## src/rtl/pfr_pkg.sv

```systemverilog
`default_nettype none

package pfr_pkg;

    localparam int MAX_PAGE_W  = 32;
    localparam int MAX_IDX_W   = 6;
    localparam int CNT_W       = 7;
    localparam int AGE_W       = 16;
    localparam int FAULT_W     = 32;
    localparam int CFG_IDX_W   = 1;
    localparam int CFG_DATA_W  = 4;
    localparam int OUT_FRAME_W = 3;

    localparam logic [AGE_W-1:0]   AGE_MAX   = {AGE_W{1'b1}};
    localparam logic [FAULT_W-1:0] FAULT_MAX = {FAULT_W{1'b1}};

    localparam logic [CFG_IDX_W-1:0] CFG_POLICY = 1'b0;
    localparam logic [CFG_IDX_W-1:0] CFG_FRAMES = 1'b1;

    localparam logic POLICY_FIFO = 1'b0;
    localparam logic POLICY_LRU  = 1'b1;

    localparam logic [CFG_DATA_W-1:0] FRAMES_RESET = 4'd4;

    typedef struct packed {
        logic                  valid;
        logic [MAX_PAGE_W-1:0] page;
        logic                  hit_found;
        logic [MAX_IDX_W-1:0]  hit_idx;
        logic                  empty_found;
        logic [MAX_IDX_W-1:0]  empty_idx;
        logic [AGE_W-1:0]      max_age;
        logic [MAX_IDX_W-1:0]  max_idx;
        logic [MAX_PAGE_W-1:0] max_page;
    } t_probe;

    typedef struct packed {
        logic                  en;
        logic [MAX_IDX_W-1:0]  slot;
        logic                  load;
        logic                  clear_age;
        logic [MAX_PAGE_W-1:0] page;
    } t_update;

endpackage

`default_nettype wire

```

## src/rtl/pfr_cell.sv

```systemverilog
`default_nettype none

module pfr_cell #(
    parameter int PAGE_BITS = 16,
    parameter int IDX       = 0
) (
    input  wire logic                  i_clk,
    input  wire logic                  i_rst_n,
    input  wire pfr_pkg::t_probe       i_probe,
    input  wire pfr_pkg::t_update      i_upd,
    input  wire logic [pfr_pkg::CNT_W-1:0] i_count,
    output pfr_pkg::t_probe            o_probe
);
    import pfr_pkg::*;

    logic [PAGE_BITS-1:0] r_page;
    logic                 r_valid;
    logic [AGE_W-1:0]     r_age;
    t_probe               r_probe;
    t_probe               n_probe;

    logic active;
    logic match;
    logic sel;

    always_comb begin
        active  = i_probe.valid && (CNT_W'(IDX) < i_count);
        match   = r_valid && (r_page == i_probe.page[PAGE_BITS-1:0]);
        sel     = (i_upd.slot == MAX_IDX_W'(IDX));
        n_probe = i_probe;
        if (active) begin
            if (!i_probe.hit_found && match) begin
                n_probe.hit_found = 1'b1;
                n_probe.hit_idx   = MAX_IDX_W'(IDX);
            end
            if (!i_probe.empty_found && !r_valid) begin
                n_probe.empty_found = 1'b1;
                n_probe.empty_idx   = MAX_IDX_W'(IDX);
            end
            if (r_age >= i_probe.max_age) begin
                n_probe.max_age  = r_age;
                n_probe.max_idx  = MAX_IDX_W'(IDX);
                n_probe.max_page = MAX_PAGE_W'(r_page);
            end
        end
    end

    always_ff @(posedge i_clk) begin
        if (!i_rst_n) begin
            r_page  <= '0;
            r_valid <= 1'b0;
            r_age   <= '0;
            r_probe <= '0;
        end else begin
            r_probe <= n_probe;
            if (i_upd.en) begin
                if (sel && i_upd.load) begin
                    r_page  <= i_upd.page[PAGE_BITS-1:0];
                    r_valid <= 1'b1;
                end
                if (sel && i_upd.clear_age) begin
                    r_age <= AGE_W'(1);
                end else if (r_age != AGE_MAX) begin
                    r_age <= r_age + AGE_W'(1);
                end
            end
        end
    end

    assign o_probe = r_probe;

endmodule

`default_nettype wire

```

## src/rtl/pfr_ctrl.sv

```systemverilog
`default_nettype none

module pfr_ctrl #(
    parameter int FRAMES    = 8,
    parameter int PAGE_BITS = 16
) (
    input  wire logic                             i_clk,
    input  wire logic                             i_rst_n,
    input  wire logic                             i_in_valid,
    output logic                                  o_in_stall,
    input  wire logic [PAGE_BITS-1:0]             i_page_number,
    input  wire logic                             i_cfg_wr_en,
    input  wire logic [pfr_pkg::CFG_IDX_W-1:0]    i_cfg_index,
    input  wire logic [pfr_pkg::CFG_DATA_W-1:0]   i_cfg_wdata,
    input  wire pfr_pkg::t_probe                  i_tail,
    output pfr_pkg::t_probe                       o_launch,
    output pfr_pkg::t_update                      o_upd,
    output logic [pfr_pkg::CNT_W-1:0]             o_count,
    output logic                                  o_out_valid,
    input  wire logic                             i_out_stall,
    output logic                                  o_hit,
    output logic [pfr_pkg::OUT_FRAME_W-1:0]       o_frame_index,
    output logic                                  o_evicted_valid,
    output logic [PAGE_BITS-1:0]                  o_evicted_page,
    output logic [pfr_pkg::FAULT_W-1:0]           o_fault_total
);
    import pfr_pkg::*;

    typedef enum logic [1:0] {
        S_IDLE,
        S_SCAN,
        S_DONE
    } t_state;

    t_state                r_state;
    logic                  r_policy;
    logic [CFG_DATA_W-1:0] r_frames;
    logic [FAULT_W-1:0]    r_fault;
    logic [FAULT_W-1:0]    n_fault;
    t_probe                r_tail;
    t_probe                r_launch;
    t_probe                n_launch;
    logic                  r_out_valid;
    logic                  r_hit;
    logic [OUT_FRAME_W-1:0] r_frame_index;
    logic                  r_ev_valid;
    logic [PAGE_BITS-1:0]  r_ev_page;

    logic                  accept;
    logic                  out_free;
    logic [CNT_W-1:0]      frames_ext;
    logic [MAX_IDX_W-1:0]  slot;
    logic                  ev_valid;
    t_update               upd;

    always_comb begin
        frames_ext = CNT_W'(r_frames);
        if (r_frames == '0) begin
            o_count = CNT_W'(1);
        end else if (frames_ext > CNT_W'(FRAMES)) begin
            o_count = CNT_W'(FRAMES);
        end else begin
            o_count = frames_ext;
        end
    end

    always_comb begin
        accept   = i_in_valid && (r_state == S_IDLE);
        out_free = !r_out_valid || !i_out_stall;

        n_launch          = '0;
        n_launch.valid    = accept;
        n_launch.page     = MAX_PAGE_W'(i_page_number);

        ev_valid = !r_tail.hit_found && !r_tail.empty_found;
        if (r_tail.hit_found) begin
            slot = r_tail.hit_idx;
        end else if (r_tail.empty_found) begin
            slot = r_tail.empty_idx;
        end else begin
            slot = r_tail.max_idx;
        end

        n_fault = r_fault;
        if (!r_tail.hit_found && (r_fault != FAULT_MAX)) begin
            n_fault = r_fault + FAULT_W'(1);
        end

        upd.en        = (r_state == S_DONE) && out_free;
        upd.slot      = slot;
        upd.load      = !r_tail.hit_found;
        upd.clear_age = !r_tail.hit_found || (r_policy == POLICY_LRU);
        upd.page      = r_tail.page;
    end

    always_ff @(posedge i_clk) begin
        if (!i_rst_n) begin
            r_state       <= S_IDLE;
            r_policy      <= POLICY_FIFO;
            r_frames      <= FRAMES_RESET;
            r_fault       <= '0;
            r_tail        <= '0;
            r_launch      <= '0;
            r_out_valid   <= 1'b0;
            r_hit         <= 1'b0;
            r_frame_index <= '0;
            r_ev_valid    <= 1'b0;
            r_ev_page     <= '0;
        end else begin
            if (i_cfg_wr_en) begin
                unique case (i_cfg_index)
                    CFG_POLICY: r_policy <= i_cfg_wdata[0];
                    CFG_FRAMES: r_frames <= i_cfg_wdata;
                endcase
            end

            r_launch <= n_launch;

            if (r_out_valid && !i_out_stall && !upd.en) begin
                r_out_valid <= 1'b0;
            end

            unique case (r_state)
                S_IDLE: begin
                    if (accept) begin
                        r_state <= S_SCAN;
                    end
                end
                S_SCAN: begin
                    if (i_tail.valid) begin
                        r_tail  <= i_tail;
                        r_state <= S_DONE;
                    end
                end
                S_DONE: begin
                    if (out_free) begin
                        r_fault       <= n_fault;
                        r_out_valid   <= 1'b1;
                        r_hit         <= r_tail.hit_found;
                        r_frame_index <= slot[OUT_FRAME_W-1:0];
                        r_ev_valid    <= ev_valid;
                        r_ev_page     <= ev_valid ? r_tail.max_page[PAGE_BITS-1:0] : '0;
                        r_state       <= S_IDLE;
                    end
                end
                default: begin
                    r_state <= S_IDLE;
                end
            endcase
        end
    end

    assign o_in_stall      = (r_state != S_IDLE);
    assign o_launch        = r_launch;
    assign o_upd           = upd;
    assign o_out_valid     = r_out_valid;
    assign o_hit           = r_hit;
    assign o_frame_index   = r_frame_index;
    assign o_evicted_valid = r_ev_valid;
    assign o_evicted_page  = r_ev_page;
    assign o_fault_total   = r_fault;

    a_tail_in_scan: assert property (@(posedge i_clk) disable iff (!i_rst_n)
        i_tail.valid |-> (r_state == S_SCAN))
        else $error("probe left the chain outside a scan");

    a_slot_active: assert property (@(posedge i_clk) disable iff (!i_rst_n)
        upd.en |-> (CNT_W'(upd.slot) < o_count))
        else $error("update targets a frame outside the active set");

    a_fault_monotonic: assert property (@(posedge i_clk) disable iff (!i_rst_n)
        1'b1 |=> (r_fault >= $past(r_fault)))
        else $error("fault count went backwards");

    a_result_after_update: assert property (@(posedge i_clk) disable iff (!i_rst_n)
        upd.en |=> (r_out_valid && (r_state == S_IDLE)))
        else $error("frame update without a result");

endmodule

`default_nettype wire

```

## src/rtl/page_frame_replacement_unit.sv

```systemverilog
`default_nettype none
// Requests are taken one at a time: o_in_stall holds off input from an accepted request
// until its result is registered; the lookup probe walks the frame chain one cell per cycle,
// then, once the output is free, the chosen frame is updated and the other ages advance.
// A finished result waits in the output register while the next request is taken.
// Reset is synchronous and active low; it empties all frames, clears ages and the fault
// count, and sets FIFO policy with four active frames.

module page_frame_replacement_unit #(
    parameter int FRAMES    = 8,
    parameter int PAGE_BITS = 16
) (
    input  wire logic                             i_clk,
    input  wire logic                             i_rst_n,
    input  wire logic                             i_in_valid,
    output logic                                  o_in_stall,
    input  wire logic [PAGE_BITS-1:0]             i_page_number,
    input  wire logic                             i_cfg_wr_en,
    input  wire logic [pfr_pkg::CFG_IDX_W-1:0]    i_cfg_index,
    input  wire logic [pfr_pkg::CFG_DATA_W-1:0]   i_cfg_wdata,
    output logic                                  o_out_valid,
    input  wire logic                             i_out_stall,
    output logic                                  o_hit,
    output logic [pfr_pkg::OUT_FRAME_W-1:0]       o_frame_index,
    output logic                                  o_evicted_valid,
    output logic [PAGE_BITS-1:0]                  o_evicted_page,
    output logic [pfr_pkg::FAULT_W-1:0]           o_fault_total
);
    import pfr_pkg::*;

    t_probe           chain [FRAMES+1];
    t_update          upd;
    logic [CNT_W-1:0] count;
    logic [FRAMES:0]  probe_valids;

    pfr_ctrl #(
        .FRAMES    (FRAMES),
        .PAGE_BITS (PAGE_BITS)
    ) u_ctrl (
        .i_clk           (i_clk),
        .i_rst_n         (i_rst_n),
        .i_in_valid      (i_in_valid),
        .o_in_stall      (o_in_stall),
        .i_page_number   (i_page_number),
        .i_cfg_wr_en     (i_cfg_wr_en),
        .i_cfg_index     (i_cfg_index),
        .i_cfg_wdata     (i_cfg_wdata),
        .i_tail          (chain[FRAMES]),
        .o_launch        (chain[0]),
        .o_upd           (upd),
        .o_count         (count),
        .o_out_valid     (o_out_valid),
        .i_out_stall     (i_out_stall),
        .o_hit           (o_hit),
        .o_frame_index   (o_frame_index),
        .o_evicted_valid (o_evicted_valid),
        .o_evicted_page  (o_evicted_page),
        .o_fault_total   (o_fault_total)
    );

    for (genvar k = 0; k < FRAMES; k++) begin : g_cell
        pfr_cell #(
            .PAGE_BITS (PAGE_BITS),
            .IDX       (k)
        ) u_cell (
            .i_clk   (i_clk),
            .i_rst_n (i_rst_n),
            .i_probe (chain[k]),
            .i_upd   (upd),
            .i_count (count),
            .o_probe (chain[k+1])
        );
    end

    always_comb begin
        for (int k = 0; k <= FRAMES; k++) begin
            probe_valids[k] = chain[k].valid;
        end
    end

    a_single_probe: assert property (@(posedge i_clk) disable iff (!i_rst_n)
        $onehot0(probe_valids))
        else $error("more than one probe in the frame chain");

    a_no_probe_on_update: assert property (@(posedge i_clk) disable iff (!i_rst_n)
        upd.en |-> (probe_valids == '0))
        else $error("frame update while a probe is in the chain");

    a_stall_while_probe: assert property (@(posedge i_clk) disable iff (!i_rst_n)
        (probe_valids != '0) |-> o_in_stall)
        else $error("request taken while a lookup is in progress");

endmodule

`default_nettype wire
```

## config.mk

```make
export PLATFORM = sky130hd
export DESIGN_NAME = page_frame_replacement_unit
export DESIGN_NICKNAME = d
export VERILOG_FILES = /design/src/rtl/pfr_pkg.sv /design/src/rtl/pfr_cell.sv /design/src/rtl/pfr_ctrl.sv /design/src/rtl/page_frame_replacement_unit.sv
export SDC_FILE = /design/constraint.sdc
export NUM_CORES = 2
export LEC_CHECK = 0
export ABC_AREA = 1
export BUFFER_PORTS_ARGS = -buffer_cell sky130_fd_sc_hd__buf_2
export CAP_MARGIN = 40
export CORE_AREA = 2 2 311 313
export CTS_CLUSTER_DIAMETER = 100
export CTS_CLUSTER_SIZE = 40
export DETAILED_ROUTE_END_ITERATION = 12
export DIE_AREA = 0 0 313 315
export GPL_ROUTABILITY_DRIVEN = 0
export SLEW_MARGIN = 20
export SYNTH_ARGS = -nofsm -noshare
export SYNTH_HDL_FRONTEND = slang
export SYNTH_SLANG_ARGS = --single-unit
```

## constraint.sdc

```tcl
create_clock -name i_clk -period 3.75 [get_ports i_clk]
set_input_delay 0.1875 -clock i_clk [delete_from_list [all_inputs] [get_ports i_clk]]
set_output_delay 0.1875 -clock i_clk [all_outputs]
set_load 0.01 [all_outputs]
```

# == Word-level counts from Yosys, hierarchy flattened ==
# Cells that the tools add are included.
# op_classes
addsub,9
n_lt_le_gt_ge,17
eq_ne,29
n_mux,60
bitwise_logic,1
n_reduce_logical,119
# ops
cell,n
$mux W68,8
$mux W54,8
$mux W16,17
$add A16 B1 Y16 const B,8
$eq A16 B16 Y1,8
$ne A16 B16 Y1 const B,8
$ge A16 B16 Y1,7
$mux W7,16
$logic_and A1 B1 Y1,54
$reduce_and A2 Y1,20
$add A32 B1 Y32 const B,1
$ne A32 B32 Y1 const B,1
$logic_not A1 Y1,27
$eq A6 B3 Y1 const B,4
$reduce_bool A2 Y1,9
$ge A16 B1 Y1 const B,1
$lt A3 B4 Y1 const A,4
$eq A6 B2 Y1 const B,2
$mux W6,2
$lt A1 B4 Y1 const A,2
$lt A2 B4 Y1 const A,2
$mux W4,2
$eq A6 B1 Y1 const B,1
$logic_not A6 Y1,1
other kinds (13),22
# totals
ff_bits,1042
inputBits,26
out_inout_bits,55
word_cells,348

# == Depth between registers and ports, before layout ==
# depth
ltp_word,8
ltp_mapped,16
depth_no_buf,15

# == Hierarchy ==
# Synthesis repeated with hierarchy kept, for this count alone.
# hier_totals
hier_cells,7068
hier_area_um2,51520.7
# modules_own_cells
mod,instances,cells_each,area_each_um2,seq_area_each_um2
pfr_ctrl,1,991,7065.5,2922.8
pfr_cell at g_cell[6].u_cell,1,762,5611.6,2682.6
pfr_cell at g_cell[4].u_cell,1,777,5579.1,2682.6
pfr_cell at g_cell[2].u_cell,1,758,5566.6,2682.6
pfr_cell at g_cell[3].u_cell,1,762,5559.1,2682.6
pfr_cell at g_cell[7].u_cell,1,748,5557.8,2682.6
pfr_cell at g_cell[1].u_cell,1,758,5551.6,2682.6
pfr_cell at g_cell[5].u_cell,1,760,5537.8,2682.6
pfr_cell at g_cell[0].u_cell,1,752,5491.5,2682.6

# == Worst setup path before layout ==
# Ideal clock, no wire load.
# synth_path
path_type,register to register
start,register g_cell[1].u_cell.r_age[11]
end,"register g_cell[1].u_cell.r_probe, in the netlist g_cell[1].u_cell.o_probe[41]"
arrival_time_ns,1.755
t_required_ns,3.635
slack_ns,1.880
stages_incl_launch_ff,13
path_buffers,2
synth_period_minus_slack_ns,1.870
path_cell_list,dfxtp_1 ha_1 nand2_1 inv_1 nand3_1 nor3_1 nand2_1 nand3_1 buf_2 buf_1 nand3_1 nand2_1 nor2_1
# synth_between
elab_chain_len,3
# synth_lines
element,line,text
from (decl),pfr_cell.sv:18,logic [AGE_W-1:0] r_age;
from (signal assigned),pfr_cell.sv:64,r_age <= r_age + AGE_W'(1);
$ge A16 B16 Y1,pfr_cell.sv:40,if (r_age >= i_probe.max_age) begin
$mux W54,pfr_cell.sv:40,
$mux W68,pfr_cell.sv:31,if (active) begin
to (signal assigned),pfr_cell.sv:55,r_probe <= n_probe;
to (decl),pfr_cell.sv:19,t_probe r_probe;
# No other way between the ends.
# A chain may end at the register's enable or synchronous reset.

# == Worst setup path in the final report ==
# layout_path
start,register u_ctrl.r_tail[60] in the netlist's numbering
end,register g_cell[0].u_cell.r_age[13]
# layout_between
elab_chain_len,6
word_cells_on_any_way,7
# layout_lines
element,line,text
from (decl),pfr_ctrl.sv:40,t_probe r_tail;
from (signal assigned),pfr_ctrl.sv:131,r_tail <= i_tail;
$mux W6 *,pfr_ctrl.sv:78,end else if (r_tail.empty_found) begin
$mux W6 *,pfr_ctrl.sv:76,if (r_tail.hit_found) begin
$logic_not A6 Y1 *,pfr_cell.sv:29,sel = (i_upd.slot == MAX_IDX_W'(IDX));
$logic_and A1 B1 Y1 *,pfr_cell.sv:61,if (sel && i_upd.clear_age) begin
$reduce_bool A2 Y1 (no line),--,
$reduce_and A2 Y1 (no line),--,
to (signal assigned),pfr_cell.sv:64,
to (decl),pfr_cell.sv:18,
# Mark *: on every way between the ends. The rest lies on a longest branch, timed or not.

==> results by group <==
Critical path
  • Required @ worst endpoint: 4340 ps
  • Most used cell, CP: nand2_1
  • Crit path DAT: 3760 ps
  • Setup CP Type: flop to flop
  • Critical-path maximum fanout: 16
  • Cell family contributing the most delay on the critical path: simple AND/OR/NAND/NOR gates
  • Worst Setup SP: u_ctrl.r_tail[60]
  • CP peak stage delay: 620 ps
  • R2r setup slk: 580 ps
  • Capturing point of the worst reg2reg path: g_cell[0].u_cell.r_age[13]
  • Worst path bufs/invs: 2
  • R2R Path Start: u_ctrl.r_tail[60]
  • R2r worst-path depth: 10
  • Startpoint Class: flop
  • Slowest stage cell, crit path: nor2_2
  • Cell Chain, Critical Path: inv_2, nand2_1, nand3_1, nand2_1, inv_2, nor2_2, nand3_2, nand2_1, nand2_1, a21oi_1
  • Crit. End Element: flop

STA
  • Worst Tran Pin Value: 799 ps
  • Unrepaired setup endpoints after global routing: no
  • Max-slew headroom: 46.8%
  • FMAX: 316 MHz
  • Slew Viols, Final: 0
  • Final setup fails: 0
  • Clock Skew: 49.4 ps
  • Setup slack after layout: 583 ps
  • TNS Setup: 0 ps
  • Tmin final: 3170 ps
  • Hold Fails Final Rpt: 0
  • Final period utilization: 84.4%

Global routing
  • First-pass GRT wire length: 159 mm
  • Largest net degree at the start of global routing: 169
  • Grt ovf: 0
  • Initial antenna violation count: 4
  • GRT Util Overall: 19.2%
  • Vias in the first global route: 29700

Die
  • Die Height: 315 um
  • Initial core utilization: 39.5%
  • CORE AREA: 0.0957 mm^2
  • Ports: 81
  • Overall die width: 313 um
  • Row cnt: 114
  • Die area: 0.0986 mm^2

Cells and area
  • Share of cells above drive strength 1: 4.57%
  • Area growth, synth to finish: 7.64%
  • Final core occ: 42.5%
  • Nets: 5451
  • Antenna fix cells: 0

Logic synthesis
  • Syn_nets: 5518
  • Flops & latches, synth: 828
  • Synth Instances: 5371
  • Post-synth top cells: nand2_1 (1112), dfxtp_1 (828), inv_1 (740)
  • Syn Area/Cell: 7.04 um^2
  • Synth Flop Type: dfxtp_1
  • EDFF count, synth: 0
  • Number of library cell types mapped by synthesis: 43
  • FFs w/ async S/R, synth: 0%
  • Synth top area cells: dfxtp_1 (44%), nand2_1 (11%), a21oi_1 (8.7%)
  • Count leader, synth: nand2_1
  • Syn. warnings: 0
  • Post-synth top area share: 43.8%
  • Synth area leader: dfxtp_1
  • Syn Std Cell Area: 0.0378 mm^2
  • Register area share after synthesis: 43.8%

Clock network
  • Clock transition at path regs: 130 ps
  • Clock Path Buffers: 3
  • CTS HTree Levels: 1
  • CTS tree: yes
  • TritonCTS Sinks: 828
  • CTS buffer count: 31
  • Clk Latency, worst-skew pair: 680 ps
  • CTS root buf: clkbuf_16

Routing
  • DR WL/cell: 14.7 um
  • WL final: 97.2 mm
  • Remaining DRCs: 0
  • Routed vias: 32400
  • Pre-Repair DR Iteration Count: 6
  • DRT antenna net count: 0
  • Initial DRC Count: 2864
  • Vias per inst: 4.92

Min path
  • Worst hold start: i_cfg_index
  • Min-Delay Endpoint: u_ctrl.r_frames[3]
  • Worst Hold Path Cells: 3
  • Hold WC Path Type: primary input to flop

Power
  • P_leak: 16.8 nW
  • Power per cell area: 356 mW/mm^2
  • Max VDD drop: 0.000367 V

Outcome
  • Run status: finished clean

Run
  • Max-cap viol count: 0

Place
  • Pre-CTS worst setup slack: 720 ps
  • I/O Buffers: 80
  • Detailed placement HPWL: 70.0 mm
-- per-layer routing --
metal	global-route usage [%]	share of wire (%)	wire (um)
met3	1.91	5.4	5210
met4	3.94	2.1	2030
met2	30.7	44	42500
met5	0	0	0
met1	28.0	49	47400
-- timing repair --
action / in CTS / in global routing
endpoints found under the hold margin: 72 / 0
endpoints found under the setup margin: 0 / 0
resized for setup: 0 / 0
hold buffers: 25 / 0
buffers inserted: 0 / 0
-- placed cells by master (no fill, tap or decap), drive strengths merged, types with 4 or more instances in the layout --
| cell | instances |
|---|---|
| xnor2 | 21 |
| nor2 | 580 |
| o21bai | 7 |
| buf | 134 |
| a221oi | 4 |
| xor2 | 104 |
| dlygate4sd3 | 25 |
| nor3 | 63 |
| nand4 | 98 |
| nand2 | 1120 |
| nand3 | 482 |
| a21oi | 661 |
| clkbuf | 32 |
| or2 | 9 |
| o21ai | 218 |
| nand3b | 12 |
| clkinv | 16 |
| a21o | 7 |
| o22ai | 16 |
| inv | 753 |
| dfxtp | 828 |
| ha | 121 |
-- how the worst max path moves through the flow --
stage,endpoint,slack [ps],depth (start not counted)
2_1_floorplan,g_cell[1].u_cell.o_probe[41],1880,12
3_3_place_gp,g_cell[0].u_cell.r_age[10],830,10
3_5_place_dp,g_cell[0].u_cell.r_age[11],720,10
4_1_cts,g_cell[0].u_cell.r_age[13],670,10
5_1_grt,g_cell[0].u_cell.r_age[13],370,10
6_report,g_cell[0].u_cell.r_age[13],580,10
-- sequential cells by signal, summed over array words and instances, names as in the netlist --
register	cells
u_ctrl.r_state	2
u_ctrl.o_upd	16
g_cell.u_cell.r_age	128
u_ctrl.o_frame_index	3
g_cell.u_cell.r_page	128
u_ctrl.o_fault_total	32
u_ctrl.o_evicted_page	16
g_cell.u_cell.o_probe	443
u_ctrl.o_evicted_valid	1
u_ctrl.r_frames	4
u_ctrl.r_policy	1
u_ctrl.o_launch	17
u_ctrl.r_tail	27
u_ctrl.o_hit	1
g_cell.u_cell.r_valid	8
u_ctrl.o_out_valid	1
-- area by class of cell --
cell class / count / area, um^2
flip-flops and latches: 828 / 16600
fillers: 9913 / 55000
multi-input cells: 3533 / 17400
clock buffers: 32 / 779
clock inverters: 18 / 354
well taps: 1276 / 1600
inverters: 751 / 2830
repair buffers: 159 / 1160
-- worst register-to-register path, cell delays in order, from the launching register on --
cell	delay, ps
dfxtp_1	510
inv_2	110
nand2_1	80
nand3_1	60
nand2_1	360
inv_2	210
nor2_2	620
nand3_2	480
nand2_1	430
nand2_1	110
a21oi_1	130
-- through the flow --
stage	hold slack (ps)	instances	cell area, um^2	power (mW)
after floorplan	285	5371	37800	9.66
after global placement	374	6519	39300	9.87
after detailed placement	381	6522	39300	9.88
after CTS	17.6	6597	40700	14.7
after global routing	55.2	6597	40700	15.1
final	90.0	6597	40700	14.5
-- report_power, final --
part / switching (mW) / leakage, nW / total, mW / internal (mW)
sequential: 0.0503 / 6.68 / 8.92 / 8.87
combinational: 0.547 / 9.57 / 0.781 / 0.233
clock: 3.11 / 0.534 / 4.81 / 1.70
total: 3.71 / 16.8 / 14.5 / 10.8
-- kinds of logic (layout without fill, tap and decap cells) --
logic type / count (synthesis) / in the layout / synth area share [%]
and+or+nand+nor: 2367 / 2367 / 26.5
xor gates and xnor gates: 125 / 125 / 2.89
AOI/OAI and AO/OA: 920 / 920 / 12.4
adders and majority gates: 121 / 121 / 4.00
buffers and inverters: 1010 / 960 / 10.3
DFF: 828 / 828 / 43.8
No activity file was read; power rests on OpenSTA's default activity.
